**src/rtl/core/tch_pkg.sv**
```systemverilog
// shared types, constants and functions of the trajectory command handler
package tch_pkg;
    localparam int POINT_DEPTH = 256;
    localparam int CNT_W = $clog2(POINT_DEPTH + 1);
    localparam int ADDR_W = $clog2(POINT_DEPTH);
    localparam int GAIN_N = 18;
    localparam int QUEUE_DEPTH = 2;

    localparam logic [7:0] CMD_STOP = 8'd0;
    localparam logic [7:0] CMD_BEGIN = 8'd2;
    localparam logic [7:0] CMD_LEFT = 8'd3;
    localparam logic [7:0] CMD_RIGHT = 8'd4;
    localparam logic [7:0] CMD_FINISH = 8'd5;
    localparam logic [7:0] CMD_TRACK = 8'd6;
    localparam logic [7:0] CMD_AUX = 8'd7;
    localparam logic [7:0] CMD_PULSE_L = 8'd8;
    localparam logic [7:0] CMD_PULSE_R = 8'd9;
    localparam logic [7:0] CMD_DELAY = 8'd20;
    localparam logic [7:0] CMD_GAIN = 8'd25;
    localparam logic [7:0] CMD_TCONST = 8'd27;
    localparam logic [7:0] CMD_ACK = 8'd49;
    localparam logic [7:0] CMD_PKT = 8'd51;

    localparam logic [7:0] TYPE_ACK = 8'd40;
    localparam logic [7:0] TYPE_ERR = 8'd100;
    localparam logic [7:0] FRAME_SYNC = 8'hAA;
    localparam logic [15:0] CRC_INIT = 16'hFFFF;
    localparam logic [10:0] PULSE_MID = 11'd1500;
    localparam logic [10:0] PULSE_LOW = 11'd1180;
    localparam logic [10:0] PULSE_HIGH = 11'd1820;

    typedef enum logic [2:0] {
        MODE_IDLE = 3'd0,
        MODE_RECV = 3'd1,
        MODE_READY = 3'd2,
        MODE_TRACK = 3'd3,
        MODE_AUX = 3'd4
    } mode_t;

    typedef enum logic [3:0] {
        OP_NONE, OP_STOP, OP_BEGIN, OP_LEFT, OP_RIGHT, OP_FINISH, OP_TRACK, OP_AUX,
        OP_PULSE_L, OP_PULSE_R, OP_DELAY, OP_GAIN, OP_TCONST, OP_ACK, OP_PKT
    } op_t;

    typedef struct packed {
        op_t         op;
        logic [15:0] value;
        logic [31:0] position;
        logic [31:0] velocity;
    } job_t;

    typedef struct packed {
        logic        has_reply;
        logic [7:0]  reply_type;
        logic [15:0] reply_value;
        logic [31:0] reply_position;
        logic [31:0] reply_velocity;
        logic [15:0] reply_crc;
        logic [2:0]  mode_now;
        logic        drive_on;
        logic        arm_side_neg;
        logic        arm_dir;
        logic        host_acked;
        logic [15:0] packet_count;
    } result_t;

    function automatic logic [15:0] crc_byte(input logic [15:0] crc_in, input logic [7:0] b);
        logic [15:0] c;
        c = crc_in ^ {b, 8'h00};
        for (int i = 0; i < 8; i++)
        begin
            c = c[15] ? ({c[14:0], 1'b0} ^ 16'h1021) : {c[14:0], 1'b0};
        end
        return c;
    endfunction
endpackage

```
**src/rtl/core/tch_if.sv**
```systemverilog
// valid/ready channel interfaces of the trajectory command handler
interface tch_cmd_if (input logic clk);
    logic        valid;
    logic        ready;
    logic [7:0]  cmd;
    logic [15:0] arg_value;
    logic [31:0] arg_position;
    logic [31:0] arg_velocity;
    modport source (output valid, cmd, arg_value, arg_position, arg_velocity, input ready);
    modport sink (input valid, cmd, arg_value, arg_position, arg_velocity, output ready);
endinterface

interface tch_res_if (input logic clk);
    logic        valid;
    logic        ready;
    logic        has_reply;
    logic [7:0]  reply_type;
    logic [15:0] reply_value;
    logic [31:0] reply_position;
    logic [31:0] reply_velocity;
    logic [15:0] reply_crc;
    logic [2:0]  mode_now;
    logic        drive_on;
    logic        arm_side_neg;
    logic        arm_dir;
    logic        host_acked;
    logic [15:0] packet_count;
    modport source (output valid, has_reply, reply_type, reply_value, reply_position,
        reply_velocity, reply_crc, mode_now, drive_on, arm_side_neg, arm_dir, host_acked,
        packet_count, input ready);
    modport sink (input valid, has_reply, reply_type, reply_value, reply_position,
        reply_velocity, reply_crc, mode_now, drive_on, arm_side_neg, arm_dir, host_acked,
        packet_count, output ready);
endinterface

```
**src/rtl/core/tch_front.sv**
```systemverilog
// front end: decodes command frames into jobs and queues them
module tch_front (
    input  logic          clk,
    input  logic          rst_n,
    tch_cmd_if.sink       cmd_ch,
    output tch_pkg::job_t job,
    output logic          job_valid,
    input  logic          job_ready
);
    import tch_pkg::*;

    localparam int PTR_W = $clog2(QUEUE_DEPTH);

    job_t              queue_reg [QUEUE_DEPTH];
    logic [PTR_W-1:0]  wr_ptr_reg, wr_ptr_next;
    logic [PTR_W-1:0]  rd_ptr_reg, rd_ptr_next;
    logic [PTR_W:0]    fill_reg, fill_next;
    op_t               op;
    logic              push, pop;

    always_comb
    begin
        case (cmd_ch.cmd)
            CMD_STOP:    op = OP_STOP;
            CMD_BEGIN:   op = OP_BEGIN;
            CMD_LEFT:    op = OP_LEFT;
            CMD_RIGHT:   op = OP_RIGHT;
            CMD_FINISH:  op = OP_FINISH;
            CMD_TRACK:   op = OP_TRACK;
            CMD_AUX:     op = OP_AUX;
            CMD_PULSE_L: op = OP_PULSE_L;
            CMD_PULSE_R: op = OP_PULSE_R;
            CMD_DELAY:   op = OP_DELAY;
            CMD_GAIN:    op = OP_GAIN;
            CMD_TCONST:  op = OP_TCONST;
            CMD_ACK:     op = OP_ACK;
            CMD_PKT:     op = OP_PKT;
            default:     op = OP_NONE;
        endcase
    end

    assign cmd_ch.ready = (fill_reg != (PTR_W+1)'(QUEUE_DEPTH));
    assign push = cmd_ch.valid && cmd_ch.ready;
    assign job_valid = (fill_reg != '0);
    assign pop = job_valid && job_ready;
    assign job = queue_reg[rd_ptr_reg];

    always_comb
    begin
        wr_ptr_next = push ? wr_ptr_reg + 1'b1 : wr_ptr_reg;
        rd_ptr_next = pop ? rd_ptr_reg + 1'b1 : rd_ptr_reg;
        fill_next = fill_reg + (PTR_W+1)'(push) - (PTR_W+1)'(pop);
    end

    always_ff @(posedge clk)
    begin
        if (push)
        begin
            queue_reg[wr_ptr_reg] <= '{op: op, value: cmd_ch.arg_value,
                position: cmd_ch.arg_position, velocity: cmd_ch.arg_velocity};
        end
    end

    always_ff @(posedge clk or negedge rst_n)
    begin
        if (!rst_n)
        begin
            wr_ptr_reg <= '0;
            rd_ptr_reg <= '0;
            fill_reg <= '0;
        end
        else
        begin
            wr_ptr_reg <= wr_ptr_next;
            rd_ptr_reg <= rd_ptr_next;
            fill_reg <= fill_next;
        end
    end
endmodule

```
**src/rtl/core/tch_crc.sv**
```systemverilog
// crc-16/ccitt-false over the twelve bytes of a reply frame
module tch_crc (
    input  logic [7:0]  rtype,
    input  logic [15:0] rvalue,
    input  logic [31:0] rposition,
    input  logic [31:0] rvelocity,
    output logic [15:0] crc
);
    import tch_pkg::*;

    logic [7:0] bytes [12];

    always_comb
    begin
        logic [15:0] c;
        bytes[0] = FRAME_SYNC;
        bytes[1] = rtype;
        bytes[2] = rvalue[7:0];
        bytes[3] = rvalue[15:8];
        for (int i = 0; i < 4; i++)
        begin
            bytes[4+i] = rposition[8*i +: 8];
            bytes[8+i] = rvelocity[8*i +: 8];
        end
        c = CRC_INIT;
        for (int i = 0; i < 12; i++)
        begin
            c = crc_byte(c, bytes[i]);
        end
        crc = c;
    end
endmodule

```
**src/rtl/core/tch_back.sv**
```systemverilog
// back end: executes jobs, keeps controller state and registers results
module tch_back (
    input  logic          clk,
    input  logic          rst_n,
    input  tch_pkg::job_t job,
    input  logic          job_valid,
    output logic          job_ready,
    tch_res_if.source     res_ch
);
    import tch_pkg::*;

    mode_t             mode_reg, mode_next;
    logic              drive_reg, drive_next;
    logic [CNT_W-1:0]  lcnt_reg, lcnt_next;
    logic [CNT_W-1:0]  rcnt_reg, rcnt_next;
    logic              side_reg, side_next;
    logic              dir_reg, dir_next;
    logic [10:0]       pulse_l_reg, pulse_l_next;
    logic [10:0]       pulse_r_reg, pulse_r_next;
    logic [15:0]       delay_reg, delay_next;
    logic [15:0]       tconst_reg, tconst_next;
    logic [31:0]       gain_reg [GAIN_N];
    logic              ack_reg, ack_next;
    logic [15:0]       pkt_reg, pkt_next;
    logic [31:0]       left_angle_mem [POINT_DEPTH];
    logic [31:0]       left_speed_mem [POINT_DEPTH];
    logic [31:0]       right_angle_mem [POINT_DEPTH];
    logic [31:0]       right_speed_mem [POINT_DEPTH];

    logic              rep, wr_left, wr_right, gain_ok;
    logic [7:0]        rtype;
    logic [15:0]       rval;
    logic [15:0]       crc;
    logic [4:0]        gidx;
    logic              out_valid_reg;
    result_t           out_reg, res;
    logic              step;
    logic [15:0]       val_ext;

    assign job_ready = !out_valid_reg || res_ch.ready;
    assign step = job_valid && job_ready;
    assign val_ext = job.value;
    assign gain_ok = (job.value <= 16'd8);
    assign gidx = {job.value[3:0], 1'b0};

    always_comb
    begin
        mode_next = mode_reg;
        drive_next = drive_reg;
        lcnt_next = lcnt_reg;
        rcnt_next = rcnt_reg;
        side_next = side_reg;
        dir_next = dir_reg;
        pulse_l_next = pulse_l_reg;
        pulse_r_next = pulse_r_reg;
        delay_next = delay_reg;
        tconst_next = tconst_reg;
        ack_next = ack_reg;
        pkt_next = pkt_reg;
        rep = 1'b0;
        rtype = TYPE_ACK;
        rval = job.value;
        wr_left = 1'b0;
        wr_right = 1'b0;
        case (job.op)
            OP_STOP: drive_next = 1'b0;
            OP_BEGIN:
            begin
                mode_next = MODE_RECV;
                lcnt_next = '0;
                rcnt_next = '0;
                rep = 1'b1;
            end
            OP_LEFT:
            begin
                if (mode_reg == MODE_RECV)
                begin
                    rep = 1'b1;
                    if (16'(lcnt_reg) == val_ext && lcnt_reg < CNT_W'(POINT_DEPTH))
                    begin
                        wr_left = 1'b1;
                        lcnt_next = lcnt_reg + 1'b1;
                        rval = 16'(lcnt_next);
                    end
                    else
                    begin
                        mode_next = MODE_IDLE;
                        rtype = TYPE_ERR;
                    end
                end
            end
            OP_RIGHT:
            begin
                if (mode_reg == MODE_RECV)
                begin
                    rep = 1'b1;
                    if (16'(rcnt_reg) == val_ext && rcnt_reg < CNT_W'(POINT_DEPTH))
                    begin
                        wr_right = 1'b1;
                        rcnt_next = rcnt_reg + 1'b1;
                        rval = 16'(rcnt_next);
                    end
                    else
                    begin
                        mode_next = MODE_IDLE;
                        rtype = TYPE_ERR;
                        rval = 16'(rcnt_reg);
                    end
                end
            end
            OP_FINISH:
            begin
                rep = 1'b1;
                rval = 16'(lcnt_reg);
                if (mode_reg == MODE_RECV && 16'(lcnt_reg) == val_ext
                    && 16'(rcnt_reg) == val_ext)
                begin
                    mode_next = MODE_READY;
                end
                else
                begin
                    rtype = TYPE_ERR;
                end
            end
            OP_TRACK, OP_AUX:
            begin
                rep = 1'b1;
                rval = 16'(lcnt_reg);
                if (mode_reg == MODE_READY)
                begin
                    drive_next = 1'b1;
                    mode_next = (job.op == OP_TRACK) ? MODE_TRACK : MODE_AUX;
                    if (job.op == OP_AUX && (job.value inside {16'd0, 16'd1, 16'd10, 16'd11}))
                    begin
                        side_next = job.value[0];
                        dir_next = (job.value >= 16'd10);
                    end
                end
                else
                begin
                    rtype = TYPE_ERR;
                end
            end
            OP_PULSE_L: pulse_l_next = (job.value == '0) ? PULSE_LOW : PULSE_MID;
            OP_PULSE_R: pulse_r_next = (job.value == '0) ? PULSE_HIGH : PULSE_MID;
            OP_DELAY:
            begin
                delay_next = job.value;
                rep = 1'b1;
            end
            OP_GAIN: rep = 1'b1;
            OP_TCONST:
            begin
                tconst_next = job.value;
                rep = 1'b1;
            end
            OP_ACK: ack_next = 1'b1;
            OP_PKT:
            begin
                ack_next = 1'b1;
                pkt_next = pkt_reg + 16'd1;
            end
            default: ;
        endcase
    end

    tch_crc u_crc (
        .rtype(rtype),
        .rvalue(rval),
        .rposition(job.position),
        .rvelocity(job.velocity),
        .crc(crc)
    );

    always_comb
    begin
        res.has_reply = rep;
        res.reply_type = rep ? rtype : '0;
        res.reply_value = rep ? rval : '0;
        res.reply_position = rep ? job.position : '0;
        res.reply_velocity = rep ? job.velocity : '0;
        res.reply_crc = rep ? crc : '0;
        res.mode_now = mode_next;
        res.drive_on = drive_next;
        res.arm_side_neg = side_next;
        res.arm_dir = dir_next;
        res.host_acked = ack_next;
        res.packet_count = pkt_next;
    end

    always_ff @(posedge clk)
    begin
        if (step && wr_left)
        begin
            left_angle_mem[lcnt_reg[ADDR_W-1:0]] <= job.position;
            left_speed_mem[lcnt_reg[ADDR_W-1:0]] <= job.velocity;
        end
        if (step && wr_right)
        begin
            right_angle_mem[rcnt_reg[ADDR_W-1:0]] <= job.position;
            right_speed_mem[rcnt_reg[ADDR_W-1:0]] <= job.velocity;
        end
        if (step)
        begin
            out_reg <= res;
        end
    end

    always_ff @(posedge clk or negedge rst_n)
    begin
        if (!rst_n)
        begin
            mode_reg <= MODE_IDLE;
            drive_reg <= 1'b0;
            lcnt_reg <= '0;
            rcnt_reg <= '0;
            side_reg <= 1'b0;
            dir_reg <= 1'b0;
            pulse_l_reg <= PULSE_MID;
            pulse_r_reg <= PULSE_MID;
            delay_reg <= '0;
            tconst_reg <= '0;
            ack_reg <= 1'b0;
            pkt_reg <= '0;
            out_valid_reg <= 1'b0;
            for (int i = 0; i < GAIN_N; i++)
            begin
                gain_reg[i] <= '0;
            end
        end
        else
        begin
            if (step)
            begin
                mode_reg <= mode_next;
                drive_reg <= drive_next;
                lcnt_reg <= lcnt_next;
                rcnt_reg <= rcnt_next;
                side_reg <= side_next;
                dir_reg <= dir_next;
                pulse_l_reg <= pulse_l_next;
                pulse_r_reg <= pulse_r_next;
                delay_reg <= delay_next;
                tconst_reg <= tconst_next;
                ack_reg <= ack_next;
                pkt_reg <= pkt_next;
                if (job.op == OP_GAIN && gain_ok)
                begin
                    if (job.position != '0)
                    begin
                        gain_reg[gidx] <= job.position;
                    end
                    if (job.velocity != '0)
                    begin
                        gain_reg[gidx + 5'd1] <= job.velocity;
                    end
                end
            end
            if (step)
            begin
                out_valid_reg <= 1'b1;
            end
            else if (res_ch.ready)
            begin
                out_valid_reg <= 1'b0;
            end
        end
    end

    assign res_ch.valid = out_valid_reg;
    assign res_ch.has_reply = out_reg.has_reply;
    assign res_ch.reply_type = out_reg.reply_type;
    assign res_ch.reply_value = out_reg.reply_value;
    assign res_ch.reply_position = out_reg.reply_position;
    assign res_ch.reply_velocity = out_reg.reply_velocity;
    assign res_ch.reply_crc = out_reg.reply_crc;
    assign res_ch.mode_now = out_reg.mode_now;
    assign res_ch.drive_on = out_reg.drive_on;
    assign res_ch.arm_side_neg = out_reg.arm_side_neg;
    assign res_ch.arm_dir = out_reg.arm_dir;
    assign res_ch.host_acked = out_reg.host_acked;
    assign res_ch.packet_count = out_reg.packet_count;
endmodule

```
**src/rtl/core/trajectory_command_handler_top.sv**
```systemverilog
// trajectory command handler top level
// cmd_in takes one decoded command frame per transaction (cmd and the
// value, position and velocity arguments); res_out gives one transaction
// per frame with the optional reply frame, its crc and the controller
// status after the command.
// a frame enters a two-entry queue after decode; the back end executes
// the queue head and registers the result, so a frame passes the queue
// entry and then the result register between cmd_in and res_out.
// throughput is one frame per cycle while res_out stays ready, set by the
// execute stage with its point store write and crc tree.
// reset clears the mode, counters, flags, gains and queue; pulse widths
// return to 1500. the point stores are not cleared.
// when res_out is stalled the result register holds, the queue fills and
// cmd_in drops ready once the queue holds two frames.
module trajectory_command_handler_top (
    input  logic      clk,
    input  logic      rst_n,
    tch_cmd_if.sink   cmd_in,
    tch_res_if.source res_out
);
    import tch_pkg::*;

    job_t job;
    logic job_valid;
    logic job_ready;

    tch_front u_front (
        .clk(clk),
        .rst_n(rst_n),
        .cmd_ch(cmd_in),
        .job(job),
        .job_valid(job_valid),
        .job_ready(job_ready)
    );

    tch_back u_back (
        .clk(clk),
        .rst_n(rst_n),
        .job(job),
        .job_valid(job_valid),
        .job_ready(job_ready),
        .res_ch(res_out)
    );
endmodule

```
**src/flat_wrapper.sv**
```systemverilog
// flat-port wrapper written by rule: the top's interface ports become plain ports
module trajectory_command_handler_top_flat import tch_pkg::*;
  (clk, rst_n, cmd_in_valid, cmd_in_cmd, cmd_in_arg_value, cmd_in_arg_position, cmd_in_arg_velocity, cmd_in_ready, res_out_valid, res_out_has_reply, res_out_reply_type, res_out_reply_value, res_out_reply_position, res_out_reply_velocity, res_out_reply_crc, res_out_mode_now, res_out_drive_on, res_out_arm_side_neg, res_out_arm_dir, res_out_host_acked, res_out_packet_count, res_out_ready);
  tch_cmd_if cmd_in_i (.clk(clk));
  tch_res_if res_out_i (.clk(clk));
  input  logic clk;
  input  logic rst_n;
  input wire logic [$bits(cmd_in_i.valid)-1:0] cmd_in_valid;
  input wire logic [$bits(cmd_in_i.cmd)-1:0] cmd_in_cmd;
  input wire logic [$bits(cmd_in_i.arg_value)-1:0] cmd_in_arg_value;
  input wire logic [$bits(cmd_in_i.arg_position)-1:0] cmd_in_arg_position;
  input wire logic [$bits(cmd_in_i.arg_velocity)-1:0] cmd_in_arg_velocity;
  output wire logic [$bits(cmd_in_i.ready)-1:0] cmd_in_ready;
  output wire logic [$bits(res_out_i.valid)-1:0] res_out_valid;
  output wire logic [$bits(res_out_i.has_reply)-1:0] res_out_has_reply;
  output wire logic [$bits(res_out_i.reply_type)-1:0] res_out_reply_type;
  output wire logic [$bits(res_out_i.reply_value)-1:0] res_out_reply_value;
  output wire logic [$bits(res_out_i.reply_position)-1:0] res_out_reply_position;
  output wire logic [$bits(res_out_i.reply_velocity)-1:0] res_out_reply_velocity;
  output wire logic [$bits(res_out_i.reply_crc)-1:0] res_out_reply_crc;
  output wire logic [$bits(res_out_i.mode_now)-1:0] res_out_mode_now;
  output wire logic [$bits(res_out_i.drive_on)-1:0] res_out_drive_on;
  output wire logic [$bits(res_out_i.arm_side_neg)-1:0] res_out_arm_side_neg;
  output wire logic [$bits(res_out_i.arm_dir)-1:0] res_out_arm_dir;
  output wire logic [$bits(res_out_i.host_acked)-1:0] res_out_host_acked;
  output wire logic [$bits(res_out_i.packet_count)-1:0] res_out_packet_count;
  input wire logic [$bits(res_out_i.ready)-1:0] res_out_ready;
  assign cmd_in_i.valid = cmd_in_valid;
  assign cmd_in_i.cmd = cmd_in_cmd;
  assign cmd_in_i.arg_value = cmd_in_arg_value;
  assign cmd_in_i.arg_position = cmd_in_arg_position;
  assign cmd_in_i.arg_velocity = cmd_in_arg_velocity;
  assign cmd_in_ready = cmd_in_i.ready;
  assign res_out_valid = res_out_i.valid;
  assign res_out_has_reply = res_out_i.has_reply;
  assign res_out_reply_type = res_out_i.reply_type;
  assign res_out_reply_value = res_out_i.reply_value;
  assign res_out_reply_position = res_out_i.reply_position;
  assign res_out_reply_velocity = res_out_i.reply_velocity;
  assign res_out_reply_crc = res_out_i.reply_crc;
  assign res_out_mode_now = res_out_i.mode_now;
  assign res_out_drive_on = res_out_i.drive_on;
  assign res_out_arm_side_neg = res_out_i.arm_side_neg;
  assign res_out_arm_dir = res_out_i.arm_dir;
  assign res_out_host_acked = res_out_i.host_acked;
  assign res_out_packet_count = res_out_i.packet_count;
  assign res_out_i.ready = res_out_ready;
  trajectory_command_handler_top u_core (.clk(clk), .rst_n(rst_n), .cmd_in(cmd_in_i), .res_out(res_out_i));
endmodule
```
**config.mk**
```make
export PLATFORM = sky130hd
export DESIGN_NAME = trajectory_command_handler_top_flat
export DESIGN_NICKNAME = d
export VERILOG_FILES = /design/src/rtl/core/tch_pkg.sv /design/src/rtl/core/tch_if.sv /design/src/rtl/core/tch_front.sv /design/src/rtl/core/tch_crc.sv /design/src/rtl/core/tch_back.sv /design/src/rtl/core/trajectory_command_handler_top.sv /design/src/flat_wrapper.sv
export SDC_FILE = /design/constraint.sdc
export NUM_CORES = 1
export LEC_CHECK = 0
export BUFFER_PORTS_ARGS = -buffer_cell sky130_fd_sc_hd__buf_2
export CORE_MARGIN = 3
export CORE_UTILIZATION = 45
export CTS_BUF_LIST = sky130_fd_sc_hd__clkbuf_8
export CTS_CLUSTER_SIZE = 20
export DETAILED_ROUTE_END_ITERATION = 8
export SLEW_MARGIN = 20
export SYNTH_ARGS = -nofsm -noshare
export SYNTH_HDL_FRONTEND = slang
export SYNTH_SLANG_ARGS = --single-unit
```
**constraint.sdc**
```tcl
create_clock -name clk -period 7.4 [get_ports clk]
set_input_delay 0.37 -clock clk [delete_from_list [all_inputs] [get_ports clk]]
set_output_delay 0.37 -clock clk [all_outputs]
set_load 0.01 [all_outputs]
```
* After elaboration in Yosys (flattened, before gate mapping) *
Memories as Yosys holds them, arrays and structs flattened.
Cells that the tools add are included.

storage, ports and cells
  flip-flop bits (word level) = 174
  memory bits (writable) = 168
  memory bits (read-only) = 256
  input bits = 92
  output and inout bits = 130
  memories = 2

cells by class
  $add $sub $neg = 7
  magnitude comparators = 3
  equal/unequal tests = 24
  muxes and demuxes = 131
  bitwise logic cells = 99
  reduce and logical (&&, ||, !) cells = 24

memories
  memory                    words  width  rd ports  clocked after Yosys merged registers in  write ports  RTL line         RTL
  (no name shown)           64     4      1         0                                        0            tch_front.sv:23  case (cmd_ch.cmd)
  u_core.u_front.queue_reg  2      84     1         0                                        1            tch_front.sv:14  job_t queue_reg [QUEUE_DEPTH];

operator list
  operator               number
  $mux 13                88
  $not 3->3              88
  $xor 16x16->16         10
  $mux 16                4
  $pmux 16 s3            1
  $mux 9                 5
  $mux 7                 6
  $pmux 9 s2             2
  $eq 16x4->1 const B    2
  $eq 9x16->1            2
  $pmux 7 s4             1
  $mux 3                 7
  $eq 4x4->1 const B     5
  $add 9x1->9 const B    2
  $lt 9x9->1 const B     2
  $add 16x1->16 const B  1
  $eq 16x1->1 const B    1
  $eq 4x3->1 const B     4
  $ge 16x4->1 const B    1
  $logic_not 16->1       1
  $pmux 3 s5             1
  $mux 1                 13
  $ne 2x2->1 const B     5
  $eq 4x2->1 const B     2
  20 further kinds       34

* Logic depth before layout (Yosys ltp) *
Gate-level depths: netlist of run 1.
An unclocked memory read counts as a cell.

  word-level depth = 193
  depth in mapped cells = 24
  mapped depth without buffers = 18

* Hierarchy *
A second synthesis of run 1 with hierarchy kept.

second synthesis, totals
  cell total of the unflattened synthesis = 1263
  area, all modules = 18316.3 um^2

by module, submodules not included
  module     instances  cells an instance  area each (um^2)
  tch_back   1          687                8129.0
  tch_front  1          317                6523.8
  tch_crc    1          259                3663.5

* Least setup slack after synthesis of run 1 *
Ideal clock, no wire load.

  kind = register -> register
  from = reg u_core.u_front.rd_ptr_reg
  to = reg u_core.u_back.out_reg, in the netlist u_core.u_back.res_ch.reply_crc[5], data pin
  setup time = 0.255 ns
  data arrival time = 6.246 ns
  setup slack = 0.900 ns
  cell stages (with the launch flop) = 20
  clock period less this slack = 6.500 ns
  path through = dfrtp_1 > buf_6 > mux2_2 > xor2_1 > nor3_1 > and4_1 > buf_6 > nor2_4 > a2111oi_4 > xnor3_1 > xor2_1 > xnor3_2 > xnor3_2 > xor2_1 > xor3_1 > xnor3_2 > xnor3_1 > xnor2_4 > xnor3_1 > and2_1

between the ends
  cells in the longest elaborated chain, start to end = 97
  elaborated cells between the ends (all ways) = 208
  classes of those cells = eq/ne (11); mux (100); bitwise (88); reduce/logical (8); memory (1)

ends and longest elaborated chain
  element                   RTL line         RTL
  start: declaration        tch_front.sv:16  logic [PTR_W-1:0] rd_ptr_reg, rd_ptr_next;
  start signal: assignment  tch_front.sv:75  rd_ptr_reg <= rd_ptr_next;
  $mem_v2 2x84 *            -
  $eq 4x3->1                tch_back.sv:65   case (job.op)
  $reduce_or 2->1           tch_back.sv:65
  $pmux 7 s4                tch_back.sv:65
  $not 7->8 (no line)       -
  $mux 13 (5 in series)     tch_pkg.sv:72    c = c[15] ? ({c[14:0], 1'b0} ^ 16'h1021) : {c[14:0], 1'b0};
  $not 3->3 (no line)       -
  $mux 13                   tch_pkg.sv:72
  (+68 left out)            -
  $xor 16x16->16            tch_pkg.sv:69    c = crc_in ^ {b, 8'h00};
  $mux 13 (6 in series)     tch_pkg.sv:72
  $not 3->3 (no line)       -
  $mux 13                   tch_pkg.sv:72
  $xor 16x16->16            tch_pkg.sv:69
  $mux 13 (5 in series)     tch_pkg.sv:72
  $not 3->3 (no line)       -
  $mux 13                   tch_pkg.sv:72
  end signal: assignment    tch_back.sv:205  out_reg <= res;
  end: declaration          tch_back.sv:36   result_t out_reg, res;

Mark *: on every way between the ends. The rest lies on a longest branch, timed or not.
A chain may end at the register's enable or synchronous reset.

* Final worst setup path of run 1 *
Same ends and word-level chain as after synthesis.

==> summary.md, run 1 <==
| Metric | Value |
|---|---|
| Largest net degree at the start of global routing | `86` |
| Cell area after synthesis | `17,740 µm²` |
| Critical Path AT | `7510 ps` |
| Status | `complete, no violations` |
| Max incr delay on CP | `600 ps` |
| Slowest cell on the critical path | `xnor3_1` |
| Crit path max-delay family | `XOR/XNOR gates` |
| Synth-to-Final Area Change | `22.01%` |
| Tcrit/Tclk final | `96.17%` |
| Post-DRT Antenna Nets | `0` |
| Synth Flop Type | `edfxtp_1` |
| Chip height | `204.5 µm` |
| Htree depth | `2` |
| Unrepaired setup endpoints after global routing | `false` |
| Die footprint | `41,840 µm²` |
| Post-layout minimum cycle time | `7117 ps` |
| Global-route wire length before repair | `67,060 µm` |
| Sink Count | `337` |
| Overall routed net length | `43,950 µm` |
| Placed insts | `1,998` |
| Total GRT Usage | `21.04%` |
| Post-synthesis compound-gate area fraction | `4.705%` |
| Worst slew margin | `32.35%` |
| Crit path buf inv count | `4` |
| Drt pass-1 iters | `5` |
| Post-synthesis mux area share | `6.059%` |
| Non-filler cells, final | `2,186` |
| Final Wtd Congestion | `0.9677` |
| Worst hold-check path type | `in2reg` |
| CP Cell Sequence | `clkbuf_8, nor3b_1, o22a_1, buf_4, nand2_1, a21oi_1, a22oi_1, o221ai_2, buf_4, xor2_1, buf_4, xnor3_1, xnor2_1, xnor2_2, xnor3_1, xor2_2, xnor3_1, xnor2_2, xor3_1, xnor3_1, and2_1` |
| Initial core utilization | `45.69%` |
| Clk_lat worst skew | `660 ps` |
| Number of buffers created by CTS | `56` |
| Largest area contributor in the netlist | `edfxtp_1` |
| Slew Limit Fails | `0` |
| Initial antenna violation count | `1` |
| IO Port Bufs | `217` |
| Horiz. Die Dim | `204.5 µm` |
| Clock Tree Root | `clkbuf_8` |
| WS Path Type | `reg2reg` |
| Critical-path maximum fanout | `11` |
| Setup tns final | `0 ps` |
| DP Wirelength | `31,080 µm` |
| TritonCTS clock tree | `built` |
| Worst path depth | `21` |
| Clock buffer depth | `3` |
| Measured slew at the worst slew-check pin | `1015 ps` |
| Mapped Cells | `1,271` |
| Worst setup SP type | `register` |
| Core Region | `38,830 µm²` |
| Placement Cell Area | `19,570 µm²` |
| Number of enable flip-flop cells after synthesis | `291` |
| WL/cell | `20.10 µm` |
| Grt total ovfl | `0` |
| Vias in the first global route | `11,450` |
| Clk_skew | `32.84 ps` |
| Worst path required time | `7790 ps` |
| Via count | `11,200` |
| Most frequent cells in the layout | `edfxtp_1, buf_2, xnor2_1, nor2_1, mux2i_1` |
| Antenna cells | `0` |
| Clk pin slew, worst setup/hold paths | `60 ps` |
| Commonest non-fill, non-tap cell in the layout | `edfxtp_1` |
| Post-synthesis cell type count | `82` |
| R2r setup slk | `280 ps` |
| Register area share after synthesis | `55.75%` |
| Peak Freq | `140.5 MHz` |
| Worst hold path stage count | `2` |
| Ports | `222` |
| Top cells by area, synth | `edfxtp_1, xnor3_1, xnor2_1` |
| Top cell type's share of synthesized area | `49.26%` |
| Ratio of cells with drive above 1 in the final layout | `24.28%` |
| DR iter-0 viols | `672` |
| Hold Vio Cnt, Final | `0` |
| Num rows | `72` |
| MaxCap Viol Count | `0` |
| Final nets | `1,723` |
| Largest register FFs | `168` |
| Vias/cell | `5.122` |
| Cell mode on critical path | `xnor3_1` |
| CP Capture Type | `register` |
| Syn. warnings | `0` |
| Synth Area in Adders | `0.5643%` |
| Main combinational cell family by area after synthesis | `XOR/XNOR gates` |
| DRC viols | `0` |
| Worst r2r path cells | `21` |
| Post-Synth XOR/XNOR Area | `22.29%` |
| Final setup viols | `0` |
| Asr flop ratio synth | `13.65%` |
| Final instance area | `21,640 µm²` |
| Seq cells post-synth | `337` |
| Mean Syn Cell Area | `13.96 µm²` |
| Post-synthesis simple-gate area fraction | `9.022%` |
stage by stage:
step                setup slack (ps)  util, %  hold slack (ps)
floorplan                      899.6        -            74.41
global placement               135.8    50.39            455.6
detailed placement             71.03    50.39            460.6
CTS                            21.65    55.55            17.57
global route                   22.90    55.74            59.04
finish                         283.4    55.74            68.74
Yosys cell counts, types with 8 or more instances:
library cell    n
nor3_1         19
xnor2_2         8
ha_1            8
buf_2           9
xnor2_1       150
and2_1         20
clkbuf_1       28
mux2i_1        85
o31ai_1         8
edfxtp_1      291
nor2_1        137
xor3_1          8
mux2_2         11
nand3_1        20
nand4_1        13
o21ai_0        33
a21oi_1        23
and3_1         13
nand2_1        82
dfrtp_1        46
xnor3_1        64
xor2_1         64
routing by layer:
metal	track usage [%]	share of wire (%)	vias to the layer above	wire length (µm)
li1	-	-	5312	-
met1	28.08	44	5496	19230
met2	35.28	49	309	21580
met3	3.353	4.5	80	1984
met4	7.053	2.6	0	1148
met5	0	0	-	0
final timing paths:
| path | end | from |
|---|---|---|
| max | u_core.u_back.res_ch.reply_crc[5] | u_core.u_front.rd_ptr_reg |
| min | u_core.u_front.queue_reg[1][81] | cmd_in_cmd[6] |
| max reg2reg | u_core.u_back.res_ch.reply_crc[5] | u_core.u_front.rd_ptr_reg |
| min reg2reg | u_core.u_back.dir_reg | u_core.u_back.dir_reg |
| max in group asynchronous | u_core.u_front.rd_ptr_reg | rst_n |
| min in group asynchronous | u_core.u_front.rd_ptr_reg | rst_n |
timing repair:
action | CTS | global route
setup endpoints to repair | 0 | 13
resized for setup | 0 | 4
hold endpoints to repair | 207 | 0
hold buffers | 82 | 0
buffers inserted | 0 | 3
cell type report:
| cell class | count | area, µm² |
|---|---|---|
| clock buffer | 57 | 784.5 |
| clock inverter | 46 | 399.1 |
| fill | 3235 | 17180 |
| inverter | 8 | 35.03 |
| multi-input combinational | 878 | 7627 |
| sequential | 337 | 9893 |
| tap | 518 | 648.1 |
| timing repair buffer | 342 | 2256 |
cells by family after synthesis:
logic type               count (synthesis)
AND/OR/NAND/NOR                        342
XOR/XNOR                               308
buffers and inverters                   59
multiplexers                           102
adder cells (fa/ha/maj)                  8
AO/OA/AOI/OAI                          114
other                                    1
flip-flops                             337
Power of run 1 is not shown: default switching activity piles up to over one toggle a cycle in this logic, so the estimate is an artifact.
==> run 2, diff against run 1 <==
Settings changed: CORE_UTILIZATION 45 to 30.
Clock period 7.4 ns to 8.5 ns, I/O delays scaled along.
==> summary.md, run 2 (synthesis gave the netlist of run 1 again) <==
| Metric | Value |
|---|---|
| Critical-path maximum fanout | `48` |
| Clock Tree Root | `clkbuf_8` |
| Number of buffers created by CTS | `58` |
| Worst r2r path cells | `17` |
| Post-DRT Antenna Nets | `0` |
| Slowest cell on the critical path | `dfrtp_4` |
| Worst slack at placement | `493.4 ps` |
| Num rows | `88` |
| Final nets | `1,698` |
| Critical Path AT | `8430 ps` |
| Clk_lat worst skew | `650 ps` |
| Cell mode on critical path | `xnor3_1` |
| Worst path required time | `8890 ps` |
| Largest net degree at the start of global routing | `78` |
| Initial antenna violation count | `1` |
| Grt total ovfl | `0` |
| Post-cts resize count | `0` |
| Commonest non-fill, non-tap cell in the layout | `edfxtp_1` |
| DP Wirelength | `34,350 µm` |
| Peak Freq | `124.3 MHz` |
| Setup ws final | `457.9 ps` |
| Crit path max-delay family | `XOR/XNOR gates` |
| WL/cell | `19.67 µm` |
| TritonCTS clock tree | `built` |
| Horiz. Die Dim | `249.2 µm` |
| Most frequent cells in the layout | `edfxtp_1, buf_2, xnor2_1, nor2_1, mux2i_1` |
| Synth-to-Final Area Change | `23.17%` |
| Crit path launch | `u_core.u_front.rd_ptr_reg` |
| Final setup viols | `0` |
| DR iter-0 viols | `655` |
| Worst reg2reg path endpoint | `u_core.u_back.res_ch.reply_crc[5]` |
| DRC viols | `0` |
| Measured slew at the worst slew-check pin | `928.4 ps` |
| Clk pin slew, worst setup/hold paths | `60 ps` |
| Worst slew margin | `37.83%` |
| Vias/cell | `4.619` |
| Slew Limit Fails | `0` |
| MaxCap Viol Count | `0` |
| Die footprint | `62,080 µm²` |
| Sink Count | `337` |
| Total GRT Usage | `15.18%` |
| Worst path depth | `17` |
| Ratio of cells with drive above 1 in the final layout | `23.19%` |
| Final Wtd Congestion | `0.8603` |
| Setup tns final | `0 ps` |
| RR Startpoint | `u_core.u_front.rd_ptr_reg` |
| Tcrit/Tclk final | `94.61%` |
| Drt pass-1 iters | `7` |
| Htree depth | `2` |
| Clock buffer depth | `3` |
| Core Region | `58,140 µm²` |
| R2r setup slk | `460 ps` |
| IO Port Bufs | `217` |
| Max incr delay on CP | `890 ps` |
| Initial core utilization | `30.51%` |
| Status | `complete, no violations` |
| Unrepaired setup endpoints after global routing | `false` |
| Worst setup SP type | `register` |
| Overall routed net length | `47,450 µm` |
| Vias in the first global route | `11,760` |
| Post-layout minimum cycle time | `8042 ps` |
| Setup Buffers After CTS | `0` |
| CP Cell Sequence | `mux2i_1, xnor2_1, nor4_2, nand4_1, mux2i_1, o221ai_2, xor2_1, xnor3_1, xnor3_1, xnor3_1, xor2_1, xnor3_1, xnor3_1, xnor3_1, xnor2_4, xnor3_1, and2_1` |
| WS Path Type | `reg2reg` |
| Largest register FFs | `168` |
| Chip height | `249.2 µm` |
| Placement Cell Area | `19,690 µm²` |
| Ports | `222` |
| CP Capture Type | `register` |
| Global-route wire length before repair | `72,140 µm` |
| Crit path to | `u_core.u_back.res_ch.reply_crc[5]` |
| Via count | `11,150` |
| Final instance area | `21,850 µm²` |
| Hold Vio Cnt, Final | `0` |
| Worst hold-check path type | `in2reg` |
| Clk_skew | `23.22 ps` |
| Crit path buf inv count | `0` |
## run 2: layout make-up
type / instances / area (µm²)
well taps: 765 / 957.2
fillers: 5655 / 36290
repair buffers: 315 / 2027
clock buffers: 66 / 908.4
multi-input cells: 878 / 7602
diodes: 1 / 2.502
inverters: 8 / 35.03
flip-flops and latches: 337 / 9893
clock inverters: 43 / 422.9
## run 2: how the worst min path moves through the flow
stage                          start                              end  slack, ps  depth (start not counted)
2_1_floorplan                  rst_n            u_core.u_back.ack_reg        130                          0
3_3_place_gp   u_core.u_back.dir_reg            u_core.u_back.dir_reg        460                          2
3_5_place_dp   u_core.u_back.dir_reg            u_core.u_back.dir_reg        460                          2
4_1_cts                cmd_in_cmd[6]  u_core.u_front.queue_reg[0][81]         90                          2
5_1_grt                cmd_in_cmd[6]  u_core.u_front.queue_reg[0][81]        110                          2
6_report               cmd_in_cmd[6]  u_core.u_front.queue_reg[0][81]        160                          2
## run 2: per-layer routing
metal	up-vias	track usage [%]	part of all wire, %
met5	-	0	0
met1	5471	19.02	42
met4	0	4.476	2.4
met2	323	25.98	49
met3	76	3.727	6.1
li1	5276	-	-
## run 2: per-stage QoR
stage          instances  hold slack [ps]  util (%)
3_3_place_gp        2221            461.0     33.88
3_5_place_dp        2221            463.3     33.88
4_1_cts             2412            90.24     37.58
5_1_grt             2413            110.0     37.58
2_1_floorplan       1274            129.4         -
6_report            2413            159.5     37.58
## run 2: timing repair
action / CTS / global route
setup endpoints to repair: 0 / 0
hold buffers: 82 / 0
hold endpoints to repair: 207 / 0
Power of run 2 is left out for the same reason.
==> run 3, diff against run 2 <==
Settings changed: CTS_BUF_LIST sky130_fd_sc_hd__clkbuf_8 to sky130_fd_sc_hd__clkbuf_2.
==> summary.md, run 3 (synthesis gave the netlist of run 1 again) <==
| Metric | Value |
|---|---|
| Worst hold-check path type | `in2reg` |
| Critical Path AT | `8650 ps` |
| Grt total ovfl | `0` |
| Largest register FFs | `168` |
| WS Path Type | `reg2reg` |
| Unrepaired setup endpoints after global routing | `false` |
| Setup tns final | `0 ps` |
| Worst hold path startpoint | `cmd_in_arg_value[0]` |
| Worst path required time | `9290 ps` |
| Hold EP | `u_core.u_front.queue_reg[0][64]` |
| Worst hold path stage count | `2` |
| RR Startpoint | `u_core.u_front.rd_ptr_reg` |
| Number of buffers created by CTS | `90` |
| Ports | `222` |
| Most frequent cells in the layout | `edfxtp_1, buf_2, dlygate4sd3_1, xnor2_1, nor2_1` |
| Worst r2r path cells | `17` |
| MaxCap Viol Count | `0` |
| Vias/cell | `4.595` |
| Clk pin slew, worst setup/hold paths | `110 ps` |
| Total GRT Usage | `15.48%` |
| TritonCTS clock tree | `built` |
| Sink Count | `337` |
| Critical-path maximum fanout | `25` |
| Post-cts resize count | `0` |
| Final Wtd Congestion | `0.8603` |
| Final nets | `1,816` |
| Measured slew at the worst slew-check pin | `932.3 ps` |
| Status | `complete, no violations` |
| IO Port Bufs | `217` |
| Final setup viols | `0` |
| CP Capture Type | `register` |
| Htree depth | `3` |
| Clock buffer depth | `3` |
| Largest net degree at the start of global routing | `78` |
| Worst slew margin | `37.70%` |
| DRC viols | `0` |
| Horiz. Die Dim | `249.2 µm` |
| Via count | `11,740` |
| Peak Freq | `127.2 MHz` |
| Chip height | `249.2 µm` |
| Synth-to-Final Area Change | `25.30%` |
| Hold Vio Cnt, Final | `0` |
| Slew Limit Fails | `0` |
| DP Wirelength | `34,350 µm` |
| Clk_lat worst skew | `1070 ps` |
| Final Core Density | `38.23%` |
| Tcrit/Tclk final | `92.49%` |
| Die footprint | `62,080 µm²` |
| Ratio of cells with drive above 1 in the final layout | `24.64%` |
| Clock Tree Root | `clkbuf_2` |
| Initial core utilization | `30.51%` |
| DR iter-0 viols | `641` |
| Worst reg2reg path endpoint | `u_core.u_back.res_ch.reply_crc[5]` |
| Post-DRT Antenna Nets | `0` |
| Num rows | `88` |
| Vias in the first global route | `12,340` |
| WL/cell | `18.93 µm` |
| Global-route wire length before repair | `73,580 µm` |
| Initial antenna violation count | `4` |
| Post-layout minimum cycle time | `7862 ps` |
| Worst setup SP type | `register` |
| Overall routed net length | `48,360 µm` |
| R2r setup slk | `640 ps` |
| Core Region | `58,140 µm²` |
| Clk_skew | `90.45 ps` |
| Commonest non-fill, non-tap cell in the layout | `edfxtp_1` |
| Drt pass-1 iters | `5` |
==> run 3: cell types whose count changed in the layout (fill, tap and decap cells not counted), moves of 2 or more <==
cell           previous run  this run
inv_1                    19         7
clkinv_1                  9        17
clkbuf_2                  0       127
diode_2                   1         4
clkinv_2                  6        11
dlygate4sd3_1            82       167
bufinv_16                 8         1
clkbuf_8                 66         0
clkinvlp_4                3         1
==> run 3: metal layers <==
metal  global-route usage, %  up-vias  part of all wire, %
met3                   3.696       59                  5.7
met5                       0        -                    0
met2                   26.53      357                   49
met4                   5.222        0                  1.9
met1                   19.18     5768                   43
li1                        -     5557                    -
==> run 3: worst max-delay path, cell delays in order, from the launching register on <==
cell and delay, ps:
dfrtp_4 730, mux2i_1 530, xnor2_1 140, nor4_2 750, nand4_1 420, mux2i_1 220
o221ai_2 420, xor2_1 500, xnor3_1 500, xnor3_1 530, xnor3_1 300, xor2_1 420
xnor3_1 480, xnor3_1 480, xnor3_1 460, xnor2_4 230, xnor3_1 330, and2_1 160
==> run 3: worst max-delay path by stage <==
| stage | slack (ps) | to | startpoint |
|---|---|---|---|
| final | 640 | u_core.u_back.res_ch.reply_crc[5] | u_core.u_front.rd_ptr_reg |
| after global routing | 240 | u_core.u_back.res_ch.reply_crc[5] | u_core.u_front.rd_ptr_reg |
| after CTS | 420 | u_core.u_back.res_ch.reply_crc[5] | u_core.u_front.rd_ptr_reg |
| after detailed placement | 490 | u_core.u_back.res_ch.reply_crc[5] | u_core.u_front.rd_ptr_reg |
| after global placement | 650 | u_core.u_back.res_ch.reply_crc[5] | u_core.u_front.rd_ptr_reg |
| after floorplan | 2000 | u_core.u_back.res_ch.reply_crc[5] | u_core.u_front.rd_ptr_reg |
==> run 3: final cells by class <==
type,count,area (µm²)
diodes,4,10.01
flip-flops and latches,337,9893
clock buffers,127,635.6
repair buffers,401,2898
multi-input cells,878,7602
well taps,765,957.2
clock inverters,35,195.2
fillers,5624,35910
inverters,8,35.03
==> run 3: stage by stage <==
stage / instances / setup slack [ps] / hold WS, ps / cell area, µm²
global route: 2555 / 241.5 / 26.31 / 22230
CTS: 2550 / 416.7 / 1.307 / 22200
finish: 2555 / 638.0 / 162.6 / 22230
global placement: 2221 / 653.1 / 461.0 / 19690
detailed placement: 2221 / 493.4 / 463.3 / 19690
floorplan: 1274 / 2000 / 129.4 / 17750
==> run 3: timing repair <==
item,in CTS,in global routing
buffers inserted,0,1
hold buffers,167,0
hold endpoints to repair,279,0
setup endpoints to repair,0,1
Power of run 3 is left out for the same reason.
